===== config.mk =====
export PLATFORM = sky130hd
export DESIGN_NAME = record_deframer_text_extract_flat
export DESIGN_NICKNAME = d
export VERILOG_FILES = /design/src/sv/rdte_pkg.sv /design/src/sv/rdte_in_if.sv /design/src/sv/rdte_out_if.sv /design/src/sv/rdte_in_stage.sv /design/src/sv/rdte_deframe.sv /design/src/sv/rdte_out_stage.sv /design/src/sv/record_deframer_text_extract.sv /design/src/flat_wrapper.sv
export VERILOG_INCLUDE_DIRS = /design/src /design/src/sv
export SDC_FILE = /design/constraint.sdc
export NUM_CORES = 1
export LEC_CHECK = 0
export BUFFER_PORTS_ARGS = -buffer_cell sky130_fd_sc_hd__buf_2
export CAP_MARGIN = 20
export CORE_MARGIN = 4
export CORE_UTILIZATION = 40
export CTS_BUF_LIST = sky130_fd_sc_hd__clkbuf_8
export DETAILED_ROUTE_END_ITERATION = 8
export GPL_ROUTABILITY_DRIVEN = 0
export REMOVE_ABC_BUFFERS = 1
export SETUP_SLACK_MARGIN = 0.3
export SYNTH_ARGS = -nofsm -noshare
export SYNTH_HDL_FRONTEND = slang
export SYNTH_SLANG_ARGS = --single-unit
export TNS_END_PERCENT = 30

===== constraint.sdc =====
create_clock -name i_clk -period 6 [get_ports i_clk]
set_clock_uncertainty 0.1 [all_clocks]
set_input_delay 1.2 -clock i_clk [delete_from_list [all_inputs] [get_ports i_clk]]
set_output_delay 1.2 -clock i_clk [all_outputs]
set_load 0.02 [all_outputs]

===== src/sv/assert_macros.svh =====
// Assertion macros used by the deframer RTL.
`ifndef ASSERT_MACROS_SVH
`define ASSERT_MACROS_SVH
`ifndef SYNTHESIS
// Check a property at every rising edge outside reset.
`define ASSERT_CLK(label, clk, rst_n, prop, msg) \
    label: assert property (@(posedge clk) disable iff (!rst_n) (prop)) else $error(msg);
// Check that a condition implies another in the same cycle.
`define ASSERT_IMPLY(label, clk, rst_n, cond, conseq, msg) \
    label: assert property (@(posedge clk) disable iff (!rst_n) (cond) |-> (conseq)) \
        else $error(msg);
`else
`define ASSERT_CLK(label, clk, rst_n, prop, msg)
`define ASSERT_IMPLY(label, clk, rst_n, cond, conseq, msg)
`endif
`endif


===== src/sv/rdte_pkg.sv =====
// Shared types and constants of the record deframer.
`timescale 1ns / 1ps
package rdte_pkg;

    localparam int unsigned TAG_W  = 10;
    localparam int unsigned LEN_W  = 32;
    localparam int unsigned UNIT_W = 16;
    localparam int unsigned KIND_W = 3;

    localparam logic [TAG_W-1:0] TEXT_TAG_RESET = 10'd67;
    localparam logic [3:0]       SKIP_LEN       = 4'd14;
    localparam logic [11:0]      LEN_EXTENDED   = 12'hfff;
    localparam logic [UNIT_W-1:0] UNIT_TAB      = 16'd9;

    // Result kinds
    localparam logic [KIND_W-1:0] K_HEADER   = 3'd0;
    localparam logic [KIND_W-1:0] K_TEXT     = 3'd1;
    localparam logic [KIND_W-1:0] K_ZERO_LEN = 3'd2;
    localparam logic [KIND_W-1:0] K_TRUNC    = 3'd3;
    localparam logic [KIND_W-1:0] K_OVERRUN  = 3'd4;

    typedef struct packed {
        logic [7:0] data_byte;
        logic       stream_end;
    } t_in_beat;

    typedef struct packed {
        logic [KIND_W-1:0] kind;
        logic [TAG_W-1:0]  tag_id;
        logic [TAG_W-1:0]  level;
        logic [LEN_W-1:0]  record_length;
        logic [UNIT_W-1:0] code_unit;
    } t_result;

    typedef struct packed {
        logic    emit;
        t_result res;
    } t_step_out;

endpackage


===== src/sv/rdte_in_if.sv =====
// Input byte channel of the record deframer.
`timescale 1ns / 1ps
interface rdte_in_if;
    logic       valid;
    logic       ready;
    logic [7:0] data_byte;
    logic       stream_end;

    modport source (output valid, output data_byte, output stream_end, input ready);
    modport sink   (input valid, input data_byte, input stream_end, output ready);
endinterface


===== src/sv/rdte_out_if.sv =====
// Result channel of the record deframer.
`timescale 1ns / 1ps
interface rdte_out_if;
    logic        valid;
    logic        ready;
    logic [2:0]  kind;
    logic [9:0]  tag_id;
    logic [9:0]  level;
    logic [31:0] record_length;
    logic [15:0] code_unit;

    modport source (output valid, output kind, output tag_id, output level,
                    output record_length, output code_unit, input ready);
    modport sink   (input valid, input kind, input tag_id, input level,
                    input record_length, input code_unit, output ready);
endinterface


===== src/sv/rdte_in_stage.sv =====
// Input register of the record deframer.
`timescale 1ns / 1ps
module rdte_in_stage (
    input  logic              i_clk,
    input  logic              i_rst_n,
    input  logic              i_valid,
    input  rdte_pkg::t_in_beat i_beat,
    input  logic              i_take,
    output logic              o_ready,
    output logic              o_valid,
    output rdte_pkg::t_in_beat o_beat
);

    logic               r_valid;
    rdte_pkg::t_in_beat r_beat;

    // Accept a new beat when empty or when the held beat leaves this cycle
    assign o_ready = !r_valid || i_take;
    assign o_valid = r_valid;
    assign o_beat  = r_beat;

    always_ff @(posedge i_clk) begin
        if (!i_rst_n) begin
            r_valid <= 1'b0;
        end else if (o_ready) begin
            r_valid <= i_valid;
        end
    end

    // Load payload on accept
    always_ff @(posedge i_clk) begin
        if (o_ready && i_valid) begin
            r_beat <= i_beat;
        end
    end

endmodule


===== src/sv/rdte_deframe.sv =====
// Record framing state, text unit filter and result formation.
`timescale 1ns / 1ps
`include "assert_macros.svh"
module rdte_deframe (
    input  logic                                i_clk,
    input  logic                                i_rst_n,
    input  logic                                i_cfg_we,
    input  logic [rdte_pkg::TAG_W-1:0]          i_cfg_data,
    input  logic                                i_step,
    input  rdte_pkg::t_in_beat                  i_beat,
    output rdte_pkg::t_step_out                 o_step
);

    typedef enum logic [1:0] {
        PH_HEADER,
        PH_EXTLEN,
        PH_PAYLOAD
    } t_phase;

    t_phase                         r_phase, n_phase;
    logic [1:0]                     r_byte_index, n_byte_index;
    logic [31:0]                    r_header_shift, n_header_shift;
    logic [rdte_pkg::LEN_W-1:0]     r_remaining, n_remaining;
    logic                           r_in_text, n_in_text;
    logic                           r_hold_valid, n_hold_valid;
    logic [7:0]                     r_hold_byte, n_hold_byte;
    logic [3:0]                     r_skip_count, n_skip_count;
    logic                           r_halted, n_halted;
    logic [rdte_pkg::TAG_W-1:0]     r_cur_tag, n_cur_tag;
    logic [rdte_pkg::TAG_W-1:0]     r_cur_level, n_cur_level;
    logic [rdte_pkg::LEN_W-1:0]     r_cur_len, n_cur_len;
    logic [rdte_pkg::TAG_W-1:0]     r_text_tag;

    logic [31:0]                    hs_shift;
    logic [rdte_pkg::LEN_W-1:0]     rem_dec;
    logic [rdte_pkg::UNIT_W-1:0]    unit;
    logic [11:0]                    len12;
    rdte_pkg::t_step_out            step;

    // Control units that make the next 14 payload bytes be skipped
    function automatic logic f_is_skip(input logic [rdte_pkg::UNIT_W-1:0] u);
        logic r;
        r = 1'b0;
        if (u[15:5] == 11'd0) begin
            case (u[4:0]) inside
                [5'd1:5'd9], 5'd11, 5'd12, [5'd14:5'd23]: r = 1'b1;
                default: r = 1'b0;
            endcase
        end
        return r;
    endfunction

    assign hs_shift = {i_beat.data_byte, r_header_shift[31:8]};
    assign rem_dec  = r_remaining - {31'd0, (r_remaining != '0)};
    assign unit     = {i_beat.data_byte, r_hold_byte};
    assign len12    = hs_shift[31:20];

    // Advance the framing state by one beat
    always_comb begin
        n_phase        = r_phase;
        n_byte_index   = r_byte_index;
        n_header_shift = r_header_shift;
        n_remaining    = r_remaining;
        n_in_text      = r_in_text;
        n_hold_valid   = r_hold_valid;
        n_hold_byte    = r_hold_byte;
        n_skip_count   = r_skip_count;
        n_halted       = r_halted;
        n_cur_tag      = r_cur_tag;
        n_cur_level    = r_cur_level;
        n_cur_len      = r_cur_len;
        step           = '0;
        step.res.tag_id        = r_cur_tag;
        step.res.level         = r_cur_level;
        step.res.record_length = r_cur_len;

        if (i_step && !r_halted) begin
            if (i_beat.stream_end) begin
                // Flag a header cut short, then restart the stream
                if (r_phase == PH_EXTLEN) begin
                    step.emit              = 1'b1;
                    step.res.kind          = rdte_pkg::K_TRUNC;
                    step.res.record_length = '0;
                end else if (r_phase != PH_PAYLOAD && r_byte_index != 2'd0) begin
                    step.emit     = 1'b1;
                    step.res.kind = rdte_pkg::K_TRUNC;
                    step.res.tag_id        = '0;
                    step.res.level         = '0;
                    step.res.record_length = '0;
                end
                n_phase        = PH_HEADER;
                n_byte_index   = 2'd0;
                n_header_shift = '0;
                n_remaining    = '0;
                n_in_text      = 1'b0;
                n_hold_valid   = 1'b0;
                n_hold_byte    = '0;
                n_skip_count   = '0;
                n_cur_tag      = '0;
                n_cur_level    = '0;
                n_cur_len      = '0;
            end else begin
                unique case (r_phase)
                    PH_PAYLOAD: begin
                        n_remaining = rem_dec;
                        if (r_in_text) begin
                            if (r_skip_count != 4'd0) begin
                                n_skip_count = r_skip_count - 4'd1;
                            end else if (r_hold_valid) begin
                                n_hold_valid = 1'b0;
                                n_hold_byte  = '0;
                                if (f_is_skip(unit)) begin
                                    // Clip the skip at the record end
                                    if (rem_dec < {28'd0, rdte_pkg::SKIP_LEN}) begin
                                        n_skip_count       = rem_dec[3:0];
                                        step.emit          = 1'b1;
                                        step.res.kind      = rdte_pkg::K_OVERRUN;
                                        step.res.code_unit = unit;
                                    end else begin
                                        n_skip_count = rdte_pkg::SKIP_LEN;
                                        if (unit == rdte_pkg::UNIT_TAB) begin
                                            step.emit          = 1'b1;
                                            step.res.kind      = rdte_pkg::K_TEXT;
                                            step.res.code_unit = rdte_pkg::UNIT_TAB;
                                        end
                                    end
                                end else if (unit[15:5] != 11'd0) begin
                                    step.emit          = 1'b1;
                                    step.res.kind      = rdte_pkg::K_TEXT;
                                    step.res.code_unit = unit;
                                end
                            end else begin
                                n_hold_valid = 1'b1;
                                n_hold_byte  = i_beat.data_byte;
                            end
                        end
                        // Close the record on its last byte
                        if (rem_dec == '0) begin
                            n_phase      = PH_HEADER;
                            n_in_text    = 1'b0;
                            n_hold_valid = 1'b0;
                            n_hold_byte  = '0;
                            n_skip_count = '0;
                        end
                    end
                    PH_EXTLEN: begin
                        n_header_shift = hs_shift;
                        n_byte_index   = r_byte_index + 2'd1;
                        if (r_byte_index == 2'd3) begin
                            n_cur_len      = hs_shift;
                            n_remaining    = hs_shift;
                            n_in_text      = (r_cur_tag == r_text_tag);
                            n_hold_valid   = 1'b0;
                            n_hold_byte    = '0;
                            n_skip_count   = '0;
                            n_header_shift = '0;
                            n_phase        = (hs_shift != '0) ? PH_PAYLOAD : PH_HEADER;
                            step.emit              = 1'b1;
                            step.res.kind          = rdte_pkg::K_HEADER;
                            step.res.record_length = hs_shift;
                        end
                    end
                    default: begin
                        n_phase        = PH_HEADER;
                        n_header_shift = hs_shift;
                        n_byte_index   = r_byte_index + 2'd1;
                        if (r_byte_index == 2'd3) begin
                            n_cur_tag   = hs_shift[9:0];
                            n_cur_level = hs_shift[19:10];
                            step.res.tag_id = hs_shift[9:0];
                            step.res.level  = hs_shift[19:10];
                            if (len12 == 12'd0) begin
                                // Halt on a zero length record
                                n_cur_len      = '0;
                                n_halted       = 1'b1;
                                n_header_shift = '0;
                                step.emit              = 1'b1;
                                step.res.kind          = rdte_pkg::K_ZERO_LEN;
                                step.res.record_length = '0;
                            end else if (len12 == rdte_pkg::LEN_EXTENDED) begin
                                n_header_shift = '0;
                                n_phase        = PH_EXTLEN;
                            end else begin
                                n_cur_len      = {20'd0, len12};
                                n_remaining    = {20'd0, len12};
                                n_in_text      = (hs_shift[9:0] == r_text_tag);
                                n_hold_valid   = 1'b0;
                                n_hold_byte    = '0;
                                n_skip_count   = '0;
                                n_header_shift = '0;
                                n_phase        = PH_PAYLOAD;
                                step.emit              = 1'b1;
                                step.res.kind          = rdte_pkg::K_HEADER;
                                step.res.record_length = {20'd0, len12};
                            end
                        end
                    end
                endcase
            end
        end
    end

    assign o_step = step;

    // Hold framing state and the text tag register
    always_ff @(posedge i_clk) begin
        if (!i_rst_n) begin
            r_phase        <= PH_HEADER;
            r_byte_index   <= 2'd0;
            r_header_shift <= '0;
            r_remaining    <= '0;
            r_in_text      <= 1'b0;
            r_hold_valid   <= 1'b0;
            r_hold_byte    <= '0;
            r_skip_count   <= '0;
            r_halted       <= 1'b0;
            r_cur_tag      <= '0;
            r_cur_level    <= '0;
            r_cur_len      <= '0;
            r_text_tag     <= rdte_pkg::TEXT_TAG_RESET;
        end else begin
            r_phase        <= n_phase;
            r_byte_index   <= n_byte_index;
            r_header_shift <= n_header_shift;
            r_remaining    <= n_remaining;
            r_in_text      <= n_in_text;
            r_hold_valid   <= n_hold_valid;
            r_hold_byte    <= n_hold_byte;
            r_skip_count   <= n_skip_count;
            r_halted       <= n_halted;
            r_cur_tag      <= n_cur_tag;
            r_cur_level    <= n_cur_level;
            r_cur_len      <= n_cur_len;
            if (i_cfg_we) begin
                r_text_tag <= i_cfg_data;
            end
        end
    end

    `ASSERT_IMPLY(a_halted_silent, i_clk, i_rst_n, r_halted, !step.emit, "result while halted")
    `ASSERT_CLK(a_skip_bound, i_clk, i_rst_n, r_skip_count <= rdte_pkg::SKIP_LEN, "skip too long")
    `ASSERT_IMPLY(a_payload_left, i_clk, i_rst_n, r_phase == PH_PAYLOAD, r_remaining != '0, "empty payload phase")
    `ASSERT_IMPLY(a_skip_in_text, i_clk, i_rst_n, r_skip_count != 4'd0, r_in_text && r_phase == PH_PAYLOAD, "skip outside text")
    `ASSERT_IMPLY(a_hold_in_text, i_clk, i_rst_n, r_hold_valid, r_in_text, "held byte outside text")

endmodule


===== src/sv/rdte_out_stage.sv =====
// Result register of the record deframer.
`timescale 1ns / 1ps
module rdte_out_stage (
    input  logic              i_clk,
    input  logic              i_rst_n,
    input  logic              i_load,
    input  rdte_pkg::t_result i_res,
    input  logic              i_ready,
    output logic              o_free,
    output logic              o_valid,
    output rdte_pkg::t_result o_res
);

    logic              r_valid;
    rdte_pkg::t_result r_res;

    // Free when empty or when the held beat is taken this cycle
    assign o_free  = !r_valid || i_ready;
    assign o_valid = r_valid;
    assign o_res   = r_res;

    always_ff @(posedge i_clk) begin
        if (!i_rst_n) begin
            r_valid <= 1'b0;
        end else if (o_free) begin
            r_valid <= i_load;
        end
    end

    // Capture a new result
    always_ff @(posedge i_clk) begin
        if (o_free && i_load) begin
            r_res <= i_res;
        end
    end

endmodule


===== src/sv/record_deframer_text_extract.sv =====
// A byte held in the input register steps rdte_deframe when the result register has room.
// Throughput: one byte per cycle unless stalled; the framing state updates once per beat.
// Results leave through a one-entry output register; input is held while it is stalled.
// Reset (i_rst_n low, synchronous): framing state cleared, halt released, text tag 67.
// A zero length header halts the block until the next reset.
`timescale 1ns / 1ps
module record_deframer_text_extract (
    input  logic                         i_clk,
    input  logic                         i_rst_n,
    input  logic                         i_cfg_we,
    input  logic [rdte_pkg::TAG_W-1:0]   i_cfg_data,
    rdte_in_if.sink                      i_in,
    rdte_out_if.source                   o_out
);

    rdte_pkg::t_in_beat  in_beat;
    rdte_pkg::t_in_beat  held_beat;
    rdte_pkg::t_step_out step;
    rdte_pkg::t_result   out_res;
    logic                held_valid;
    logic                out_free;
    logic                take;

    assign in_beat.data_byte  = i_in.data_byte;
    assign in_beat.stream_end = i_in.stream_end;

    // Move the held beat through the deframer when the result side has room
    assign take = held_valid && out_free;

    rdte_in_stage u_in_stage (
        .i_clk   (i_clk),
        .i_rst_n (i_rst_n),
        .i_valid (i_in.valid),
        .i_beat  (in_beat),
        .i_take  (take),
        .o_ready (i_in.ready),
        .o_valid (held_valid),
        .o_beat  (held_beat)
    );

    rdte_deframe u_deframe (
        .i_clk      (i_clk),
        .i_rst_n    (i_rst_n),
        .i_cfg_we   (i_cfg_we),
        .i_cfg_data (i_cfg_data),
        .i_step     (take),
        .i_beat     (held_beat),
        .o_step     (step)
    );

    rdte_out_stage u_out_stage (
        .i_clk   (i_clk),
        .i_rst_n (i_rst_n),
        .i_load  (take && step.emit),
        .i_res   (step.res),
        .i_ready (o_out.ready),
        .o_free  (out_free),
        .o_valid (o_out.valid),
        .o_res   (out_res)
    );

    assign o_out.kind          = out_res.kind;
    assign o_out.tag_id        = out_res.tag_id;
    assign o_out.level         = out_res.level;
    assign o_out.record_length = out_res.record_length;
    assign o_out.code_unit     = out_res.code_unit;

endmodule


===== src/flat_wrapper.sv =====
// flat-port wrapper written by rule: the top's interface ports become plain ports
module record_deframer_text_extract_flat 
  (i_clk, i_rst_n, i_cfg_we, i_cfg_data, i_in_valid, i_in_data_byte, i_in_stream_end, i_in_ready, o_out_valid, o_out_kind, o_out_tag_id, o_out_level, o_out_record_length, o_out_code_unit, o_out_ready);
  rdte_in_if i_in_i ();
  rdte_out_if o_out_i ();
  input  logic i_clk;
  input  logic i_rst_n;
  input  logic i_cfg_we;
  input  logic [rdte_pkg::TAG_W-1:0] i_cfg_data;
  input wire logic [$bits(i_in_i.valid)-1:0] i_in_valid;
  input wire logic [$bits(i_in_i.data_byte)-1:0] i_in_data_byte;
  input wire logic [$bits(i_in_i.stream_end)-1:0] i_in_stream_end;
  output wire logic [$bits(i_in_i.ready)-1:0] i_in_ready;
  output wire logic [$bits(o_out_i.valid)-1:0] o_out_valid;
  output wire logic [$bits(o_out_i.kind)-1:0] o_out_kind;
  output wire logic [$bits(o_out_i.tag_id)-1:0] o_out_tag_id;
  output wire logic [$bits(o_out_i.level)-1:0] o_out_level;
  output wire logic [$bits(o_out_i.record_length)-1:0] o_out_record_length;
  output wire logic [$bits(o_out_i.code_unit)-1:0] o_out_code_unit;
  input wire logic [$bits(o_out_i.ready)-1:0] o_out_ready;
  assign i_in_i.valid = i_in_valid;
  assign i_in_i.data_byte = i_in_data_byte;
  assign i_in_i.stream_end = i_in_stream_end;
  assign i_in_ready = i_in_i.ready;
  assign o_out_valid = o_out_i.valid;
  assign o_out_kind = o_out_i.kind;
  assign o_out_tag_id = o_out_i.tag_id;
  assign o_out_level = o_out_i.level;
  assign o_out_record_length = o_out_i.record_length;
  assign o_out_code_unit = o_out_i.code_unit;
  assign o_out_i.ready = o_out_ready;
  record_deframer_text_extract u_core (.i_clk(i_clk), .i_rst_n(i_rst_n), .i_cfg_we(i_cfg_we), .i_cfg_data(i_cfg_data), .i_in(i_in_i), .o_out(o_out_i));
endmodule

==> results of run 1 <==
[registers in the layout, summed over array words and instances (netlist names), 8 cells and up]
signal / count
u_core.u_deframe.r_header_shift: 24
u_core.u_deframe.r_text_tag: 10
u_core.u_deframe.r_remaining: 32
u_core.u_deframe.r_cur_tag: 10
u_core.u_deframe.r_cur_level: 10
u_core.u_deframe.r_cur_len: 32
u_core.u_out_stage.o_res: 71
u_core.u_in_stage.o_beat: 9
u_core.u_deframe.r_hold_byte: 8
[path summary, 6_finish.rpt]
check | slack, ns | end | cells past startpoint
max reg2reg | 0.61 | u_core.u_out_stage.o_res[60] | 14
min | 0.35 | u_core.u_deframe.r_cur_level[7] | 2
min reg2reg | 0.35 | u_core.u_deframe.r_cur_level[7] | 2
max | 0.61 | u_core.u_out_stage.o_res[60] | 14
[logic make-up (layout without fill, tap and decap cells)]
group / Yosys count / after routing
xor gates and xnor gates: 30 / 30
AOI/OAI and AO/OA: 324 / 324
buffers and inverters: 117 / 207
DFF: 219 / 219
muxes: 29 / 29
adders and majority gates: 8 / 8
and+or+nand+nor: 465 / 465
[metal layers]
layer	track usage [%]	share of wire, %	vias up
met5	0	0	-
met4	6.32	2.5	0
met3	4.11	8.8	58
met2	33.4	46	424
met1	28.4	42	4477
li1	-	-	4472
[layout make-up]
class                   instances  area (sq um)  share of cell area (%)
multi-input cells             856          4980                    41.5
clock inverters                29           135                    1.13
clock buffers                  40           551                    4.58
flip-flops and latches        219          5180                    43.2
repair buffers                118           664                    5.53
inverters                      20          76.3                   0.635
well taps                     335           419                    3.49
[repair_timing]
item,4_1_cts,5_1_grt
buffers inserted,0,0
setup endpoints to repair,0,52
resized for setup,0,1
[layout by cell type, fill, tap and decap left out, types with 19 or more instances in the layout]
master and instances:
nor4_1 26, a21oi_1 111, buf_2 96, edfxtp_1 80
a22oi_1 55, mux2i_1 28, nand3_1 41, nand2_1 139
o21ai_0 67, nor3_1 23, nor2_1 134, clkbuf_8 40
dfxtp_1 139, inv_1 35, and2_1 19, a22o_1 37
[cell usage after synthesis, drive strengths merged, types with 4 or more instances]
cell	n
nand3b	13
dfxtp	139
nor2	136
and2	20
mux2i	28
clkbuf	90
nor3	24
ha	8
o31ai	4
xor2	16
a22o	37
nand3	41
a21oi	112
a22oi	55
xnor2	14
or3	6
nand2	139
nor3b	4
and3	5
o21ai	69
a32oi	4
edfxtp	80
inv	20
or2	5
a222oi	6
a21o	7
nor4	28
nor4b	5
buf	7
or4	7
nand2b	6
nand4	15
[critical path, stage by stage (launching register included)]
cell and delay (ns):
dfxtp_1 0.37, or4_4 0.58, or4_1 0.58, or4_1 0.58, ha_1 0.26, ha_1 0.29, or3b_2 0.30, nor4_1 0.13
nor4b_1 0.35, o21bai_1 0.15, a21oi_1 0.34, nand3_1 0.20, a31oi_1 0.25, or2_4 0.30, buf_12 0.26
[through the flow]
step,std cells,power (W),cell area (sq um),setup slack [ns],hold slack [ns]
after CTS,1613,0.00309,12000,0.540,0.355
after floorplan,1095,0.00177,10200,0.742,0.337
after global routing,1617,0.00320,12000,0.330,0.365
final,1617,0.00307,12000,0.610,0.353
after detailed placement,1544,0.00186,11300,0.573,0.347
after global placement,1544,0.00186,11300,0.649,0.341
[power by group through the flow]
stage | Sequential, W | Clock (W) | Combinational, W
6_report | 0.00159 | 0.00124 | 0.000242
5_1_grt | 0.00160 | 0.00134 | 0.000267
4_1_cts | 0.00159 | 0.00126 | 0.000237
3_5_place_dp | 0.00162 | 0 | 0.000236
3_3_place_gp | 0.00162 | 0 | 0.000236
2_1_floorplan | 0.00160 | 0 | 0.000162
==> metrics, run 1 <==
Worst Setup Path Type=flop to flop; post-layout util=46.1%; vias in the first global route=8772; setup TNS=0 ns; number of hold-repair buffers added at the cts stage=0; Post-Synth Simple-Gate Area=21.0%; largest family of logic cells by synthesized area=simple AND/OR/NAND/NOR gates; cell row count=59; initial antenna violation count=0; ys flop type=dfxtp_1; Routed Antenna Nets=0; Synth Area in Compound Gates=19.6%; sw power=0.000818 W; Crit. Startpoint=u_core.u_deframe.r_remaining[14]; Switching Share=26.6%; clock transition at the registers of the reported paths=0.06 ns; Pre-Repair DR Iteration Count=6; Die Ht=171 um; min Tclk post-route=5.39 ns; routed vias=9431; Area contributors post-synth=dfxtp_1 (26%), edfxtp_1 (23%), a21oi_1 (5.3%); Int Pwr=0.00225 W; DR iter-0 viols=1140; # port buffers=96; hold path start=u_core.u_deframe.r_cur_level[7]; Core Region=26100 sq um; clock sink total=219; final worst-path cycle share=89.8%; Worst Path Max Fanout=40; GRT Util Overall=20.8%; Routed WL per cell=19.2 um; cell taking the most area after synthesis=dfxtp_1; Slew headroom=32.3%; Post-Synth Adder-Cell Area=0.946%; Mapped Cells=1192; Post-Synth XOR/XNOR Area=2.48%; post-DP HPWL=20000 um; Mapped Avg Cell Area=8.88 sq um; crit path DAT=5.51 ns; largest net degree at the start of global routing=67; HP Class=flop to flop; CTS tree=built; Fmax=186 MHz; RSZ-0062 raised after global routing=false; Gate power share=7.9%; post-synthesis mux area share=2.75%; die area=29100 sq um; clock latency at the later pin of the worst-skew pair=0.54 ns; Critical Path Start Type=flop; Routed WL=31000 um; worst vdd ir=131 uV; clk buf depth=3; RR Startpoint=u_core.u_deframe.r_remaining[14]; Synth top area share=26.3%; status=finished, final reports clean; first-pass GRT wire length=48700 um; Slew Limit Fails=0; Via density=5.83; DR DRC count=0; DIE WIDTH=171 um; Pwr Density=256 nW/um^2; Mapped Area=10600 sq um; # diodes=0; Reg power frac=51.9%; Root Driver=clkbuf_8; final net count=1285; synth warn=0; H-tree depth=2; ys async rst share=0%; EDFF count, synth=80; layout cell share with drive strength beyond 1=14.7%; Yosys reg bits=219; final hold vios=0; Yosys cell types=62; MaxCap Viol Count=0; grt total ovfl=0; clock power share=40.2%; LEAKAGE=4.49 nW; number of buffers created by CTS=38; Setup Viol. Count Final=0; Initial Util=40.6%; # IOs=97; worst slew pin tran=1.01 ns; sequential share of the synthesized area=49.0%; Area growth syn-to-layout=13.5%; Fillers=2521; Req. time, crit path=6.12 ns; CP Capture Type=flop
Power figures use the tool's default switching activity.
==> run 2: changes to the inputs <==
--- a/config.mk
+++ b/config.mk
@@ -10,7 +10,7 @@
 export CAP_MARGIN = 20
 export CORE_MARGIN = 4
 export CORE_UTILIZATION = 40
-export CTS_BUF_LIST = sky130_fd_sc_hd__clkbuf_8
+export CTS_BUF_LIST = sky130_fd_sc_hd__clkbuf_16
 export DETAILED_ROUTE_END_ITERATION = 8
 export GPL_ROUTABILITY_DRIVEN = 0
 export REMOVE_ABC_BUFFERS = 1
==> metrics, run 2 (synthesized netlist as in run 1, its figures left out) <==
Slew headroom=29.5% (-2.8 points); Routed WL per cell=19.4 um (+1.0%); Buf/Inv on CP=1 (unchanged); routed vias=9302 (-1.4%); DIE WIDTH=171 um (unchanged); DR iter-0 viols=1191 (+4.5%); Initial Util=40.6% (unchanged); Die Ht=171 um (unchanged); H-tree depth=1 (-1); number of buffers created by CTS=24 (-37%); GRT Util Overall=20.5% (-0.24 points); Core Region=26100 sq um (unchanged); Int Pwr=0.00250 W (+11%); layout cell share with drive strength beyond 1=13.8% (-0.90 points); Fillers=2485 (-1.4%); most frequent cells in the layout=nand2_1 (139), dfxtp_1 (139), nor2_1 (134); Fmax=185 MHz (-0.42%); final hold vios=0 (unchanged); Crit. Startpoint=u_core.u_deframe.r_remaining[14]; # IOs=97 (unchanged); Worst R2R Setup Slack=0.59 ns (-0.02 ns); worst setup path endpoint=u_core.u_out_stage.o_res[60]; clock latency at the later pin of the worst-skew pair=0.53 ns (about the same); CP Capture Type=flop; die area=29100 sq um (unchanged); Pre-Repair DR Iteration Count=6 (unchanged); clk buf depth=3 (unchanged); min Tclk post-route=5.41 ns (+0.0228 ns); Worst Path Max Fanout=40 (unchanged); DR DRC count=0 (unchanged); Switching Share=24.5% (-2.1 points); clock sink total=219 (unchanged); sw power=0.000809 W (-1.0%); status=finished, final reports clean; Max stage delay on crit path=0.58 ns (about the same); Root Driver=clkbuf_16; Worst Setup Path Type=flop to flop; cell row count=59 (unchanged); Routed Antenna Nets=0 (unchanged); Via density=5.84 (+0.18%); max reg flops=71 (unchanged); initial antenna violation count=1 (+1); reg2reg end=u_core.u_out_stage.o_res[60]; Slew Limit Fails=0 (unchanged); Worst path depth=14 (unchanged); Critical Path Start Type=flop; RSZ-0062 raised after global routing=false; first-pass GRT wire length=48300 um (-0.69%); RR Startpoint=u_core.u_deframe.r_remaining[14]; hold_ws=0.353 ns (-0.0000410 ns); Reg power frac=48.2% (-3.7 points); vias in the first global route=8629 (-1.6%); # port buffers=96 (unchanged); gate family responsible for the most delay along the worst path=simple AND/OR/NAND/NOR gates; CP max stage cell=or4_4; worst slew pin tran=1.05 ns (+0.0377 ns); largest net degree at the start of global routing=67 (unchanged); worst vdd ir=169 uV (+29%); worst path cell trace=or4_4, or4_1, or4_1, ha_1, ha_1, or3b_2, nor4_1, nor4b_1, o21bai_1, a21oi_1, nand3_1, a31oi_1, or2_4, buf_12; crit path DAT=5.53 ns (+0.02 ns); power after layout=0.00331 W (+7.6%); Area growth syn-to-layout=14.4%; Setup Viol. Count Final=0 (unchanged); clock power share=44.4% (+4.2 points); LEAKAGE=4.49 nW (about the same); post-DP HPWL=20000 um (unchanged); Req. time, crit path=6.11 ns (about the same); FF-to-FF path depth=14 (unchanged); MaxCap Viol Count=0 (unchanged); setup TNS=0 ns (unchanged); Pwr Density=273 nW/um^2 (+6.6%); clock transition at the registers of the reported paths=0.07 ns (about the same); Hold Crit Depth=2 (unchanged); grt total ovfl=0 (unchanged); final net count=1271 (-1.1%); Routed WL=30800 um (-0.54%); HP Class=flop to flop; CTS tree=built; # diodes=0 (unchanged); final worst-path cycle share=90.2% (+0.38 points); Gate power share=7.3% (-0.6 points)
## run 2: area by class of cell
type | instances | area (sq um) | area share (%)
clock buffers | 26 | 651 | 5.37
clock inverters | 18 | 138 | 1.14
inverters | 20 | 76.3 | 0.630
multi-input cells | 856 | 4980 | 41.1
flip-flops and latches | 219 | 5180 | 42.8
well taps | 335 | 419 | 3.46
repair buffers | 118 | 664 | 5.48
## run 2: power by group through the flow
stage | Sequential, W | Clock [W] | Combinational (W)
after global placement | 0.00162 | 0 | 0.000236
after CTS | 0.00159 | 0.00149 | 0.000238
after detailed placement | 0.00162 | 0 | 0.000236
final | 0.00159 | 0.00147 | 0.000243
after global routing | 0.00159 | 0.00155 | 0.000267
after floorplan | 0.00160 | 0 | 0.000162
## run 2: how the worst min path moves through the flow
stage / from / end / slack, ns
after global routing: u_core.u_deframe.r_cur_level[6] / u_core.u_deframe.r_cur_level[6] / 0.37
after global placement: u_core.u_deframe.r_cur_level[9] / u_core.u_deframe.r_cur_level[9] / 0.34
after detailed placement: u_core.u_deframe.r_cur_level[4] / u_core.u_deframe.r_cur_level[4] / 0.35
after CTS: u_core.u_deframe.r_cur_level[7] / u_core.u_deframe.r_cur_level[7] / 0.35
final: u_core.u_deframe.r_cur_level[0] / u_core.u_deframe.r_cur_level[0] / 0.35
after floorplan: u_core.u_deframe.r_cur_level[0] / u_core.u_deframe.r_cur_level[0] / 0.34
## run 2: timing repair
action	in CTS	in global routing
hold buffers	0	0
hold endpoints to repair	0	0
buffers inserted	0	0
endpoints found under the setup margin	0	59
gates resized for setup	0	1
## run 2: through the flow
stage	worst slack, ns	instances	instance area, sq um	utilization (%)
after floorplan	0.742	1095	10200	-
after global placement	0.649	1544	11300	43.3
after detailed placement	0.573	1544	11300	43.3
after CTS	0.530	1588	12100	46.3
after global routing	0.312	1592	12100	46.5
final	0.587	1592	12100	46.5
## run 2: per-layer routing
layer	GRT usage (%)	routed length [um]	vias up
met2	33.2	14200	356
met5	0	8	-
met4	5.76	834	2
met3	3.70	2310	63
li1	-	-	4428
met1	28.4	13500	4453
## run 2: worst reg2reg max path, cell delays in order, from the launching register on
cell	delay (ns)
dfxtp_1	0.38
or4_4	0.59
or4_1	0.58
or4_1	0.58
ha_1	0.26
ha_1	0.29
or3b_2	0.30
nor4_1	0.13
nor4b_1	0.34
o21bai_1	0.15
a21oi_1	0.35
nand3_1	0.20
a31oi_1	0.25
or2_4	0.31
buf_12	0.27
==> run 3: changes to the inputs <==
--- a/config.mk
+++ b/config.mk
@@ -8,6 +8,7 @@
 export LEC_CHECK = 0
 export BUFFER_PORTS_ARGS = -buffer_cell sky130_fd_sc_hd__buf_2
 export CAP_MARGIN = 20
+export CORE_ASPECT_RATIO = 0.5
 export CORE_MARGIN = 4
 export CORE_UTILIZATION = 40
 export CTS_BUF_LIST = sky130_fd_sc_hd__clkbuf_16
==> metrics, run 3 (synthesized netlist as in run 1, its figures left out) <==
status=finished, final reports clean; final hold vios=0 (unchanged); worst setup path endpoint=u_core.u_out_stage.o_res[33]; max reg flops=71 (unchanged); Root Driver=clkbuf_16; # IOs=97 (unchanged); first-pass GRT wire length=50000 um (+3.5%); CTS tree=built; Fillers=2407 (-3.1%); final worst-path cycle share=91.0% (+0.76 points); min Tclk post-route=5.46 ns (+0.0456 ns); RR Startpoint=u_core.u_deframe.r_remaining[14]; Die Ht=123 um (-28%); DIE WIDTH=238 um (+39%); Core Region=25600 sq um (-1.8%); largest net degree at the start of global routing=107 (+60%); Initial Util=41.3% (+0.73 points); CP Capture Type=flop; Crit. Startpoint=u_core.u_deframe.r_remaining[14]; die area=29300 sq um (+0.54%); clk buf depth=3 (unchanged); RSZ-0062 raised after global routing=false; Worst R2R Setup Slack=0.54 ns (-0.05 ns); Area growth syn-to-layout=14.5% (about the same); HP Class=flop to flop; DR DRC count=0 (unchanged); # port buffers=96 (unchanged); vias in the first global route=8729 (+1.2%); power after layout=0.00328 W (-0.78%); clock transition at the registers of the reported paths=0.06 ns (about the same); Fmax=183 MHz (-0.84%); Routed WL=32600 um (+5.7%); grt total ovfl=0 (unchanged); worst slew pin tran=1.13 ns (+0.0793 ns); Setup Viol. Count Final=0 (unchanged); H-tree depth=1 (unchanged); most frequent cells in the layout=nand2_1 (139), dfxtp_1 (139), nor2_1 (134); FF-to-FF path depth=14 (unchanged); GRT Util Overall=21.4% (+0.88 points); Via density=5.93 (+1.5%); final net count=1268 (-0.24%); initial antenna violation count=1 (unchanged); # diodes=0 (unchanged); crit path DAT=5.56 ns (+0.03 ns); clock sink total=219 (unchanged); setup TNS=0 ns (unchanged); Critical Path Start Type=flop; Pwr Density=271 nW/um^2 (-0.79%); DR iter-0 viols=1361 (+14%); Worst Path Max Fanout=50 (+25%); Pre-Repair DR Iteration Count=6 (unchanged); cell row count=41 (-31%); clock latency at the later pin of the worst-skew pair=0.53 ns (about the same); hold_ws=0.357 ns (+0.00353 ns); number of buffers created by CTS=22 (-8.3%); Req. time, crit path=6.10 ns (about the same); Routed Antenna Nets=0 (unchanged); post-DP HPWL=21200 um (+6.0%); reg2reg end=u_core.u_out_stage.o_res[33]; routed vias=9463 (+1.7%); Routed WL per cell=20.4 um (+5.4%); Slew Limit Fails=0 (unchanged); Worst Setup Path Type=flop to flop; number of hold-repair buffers added at the cts stage=0 (unchanged); Slew headroom=23.8% (-5.7 points); MaxCap Viol Count=0 (unchanged); LEAKAGE=4.44 nW (-0.99%); worst vdd ir=170 uV (+0.32%); layout cell share with drive strength beyond 1=13.9% (+0.13 points)
-- run 3: cell type report --
| type | count | area (sq um) | share of cell area [%] |
|---|---|---|---|
| tap | 344 | 430 | 3.55 |
| clock inverter | 16 | 159 | 1.31 |
| sequential | 219 | 5180 | 42.8 |
| multi-input combinational | 857 | 5000 | 41.3 |
| clock buffer | 24 | 601 | 4.96 |
| timing repair buffer | 116 | 661 | 5.45 |
| inverter | 20 | 76.3 | 0.630 |
-- run 3: worst min path at each step --
stage	cells past startpoint	startpoint	slack [ns]	to
after floorplan	2	u_core.u_deframe.r_cur_level[0]	0.34	u_core.u_deframe.r_cur_level[0]
after global placement	2	u_core.u_deframe.r_cur_level[7]	0.34	u_core.u_deframe.r_cur_level[7]
after detailed placement	2	u_core.u_deframe.r_cur_level[0]	0.35	u_core.u_deframe.r_cur_level[0]
after CTS	2	u_core.u_deframe.r_cur_level[2]	0.36	u_core.u_deframe.r_cur_level[2]
after global routing	2	u_core.u_deframe.r_cur_level[7]	0.38	u_core.u_deframe.r_cur_level[7]
final	2	u_core.u_deframe.r_cur_level[0]	0.36	u_core.u_deframe.r_cur_level[0]
-- run 3: power breakdown --
group	internal [W]	leakage [nW]	switching (W)
clock	0.000818	0.363	0.000619
combinational	0.0000838	2.16	0.000170
sequential	0.00155	1.92	0.0000406
total	0.00245	4.44	0.000830
-- run 3: repair_timing --
| item | CTS | global route |
|---|---|---|
| setup endpoints to repair | 0 | 50 |
| setup buffers | 0 | 0 |
| gates resized for setup | 0 | 4 |
-- run 3: metal layers --
layer	global-route usage, %	part of all wire [%]	wire [um]
met5	0	0	0
met2	33.0	44	14300
met4	5.22	2.1	697
met1	30.6	45	14700
met3	5.15	8.8	2870
-- run 3: worst max-delay path: stages (launching register included) --
cell and delay (ns):
dfxtp_1 0.37, or4_4 0.59, or4_4 0.51, or4_1 0.55
ha_1 0.26, ha_1 0.30, or3b_2 0.29, nor4_1 0.12
nor4b_1 0.32, o21bai_1 0.14, a21oi_1 0.34, nand3_1 0.24
a31oi_4 0.33, or2_4 0.32, buf_12 0.29
-- run 3: metrics by stage --
step	util, %	cell area [sq um]	worst slack (ns)	std cells
after floorplan	-	10200	0.742	1095
after global placement	44.1	11300	0.700	1553
after detailed placement	44.1	11300	0.509	1554
after CTS	47.1	12100	0.503	1594
after global routing	47.3	12100	0.294	1596
final	47.3	12100	0.541	1596
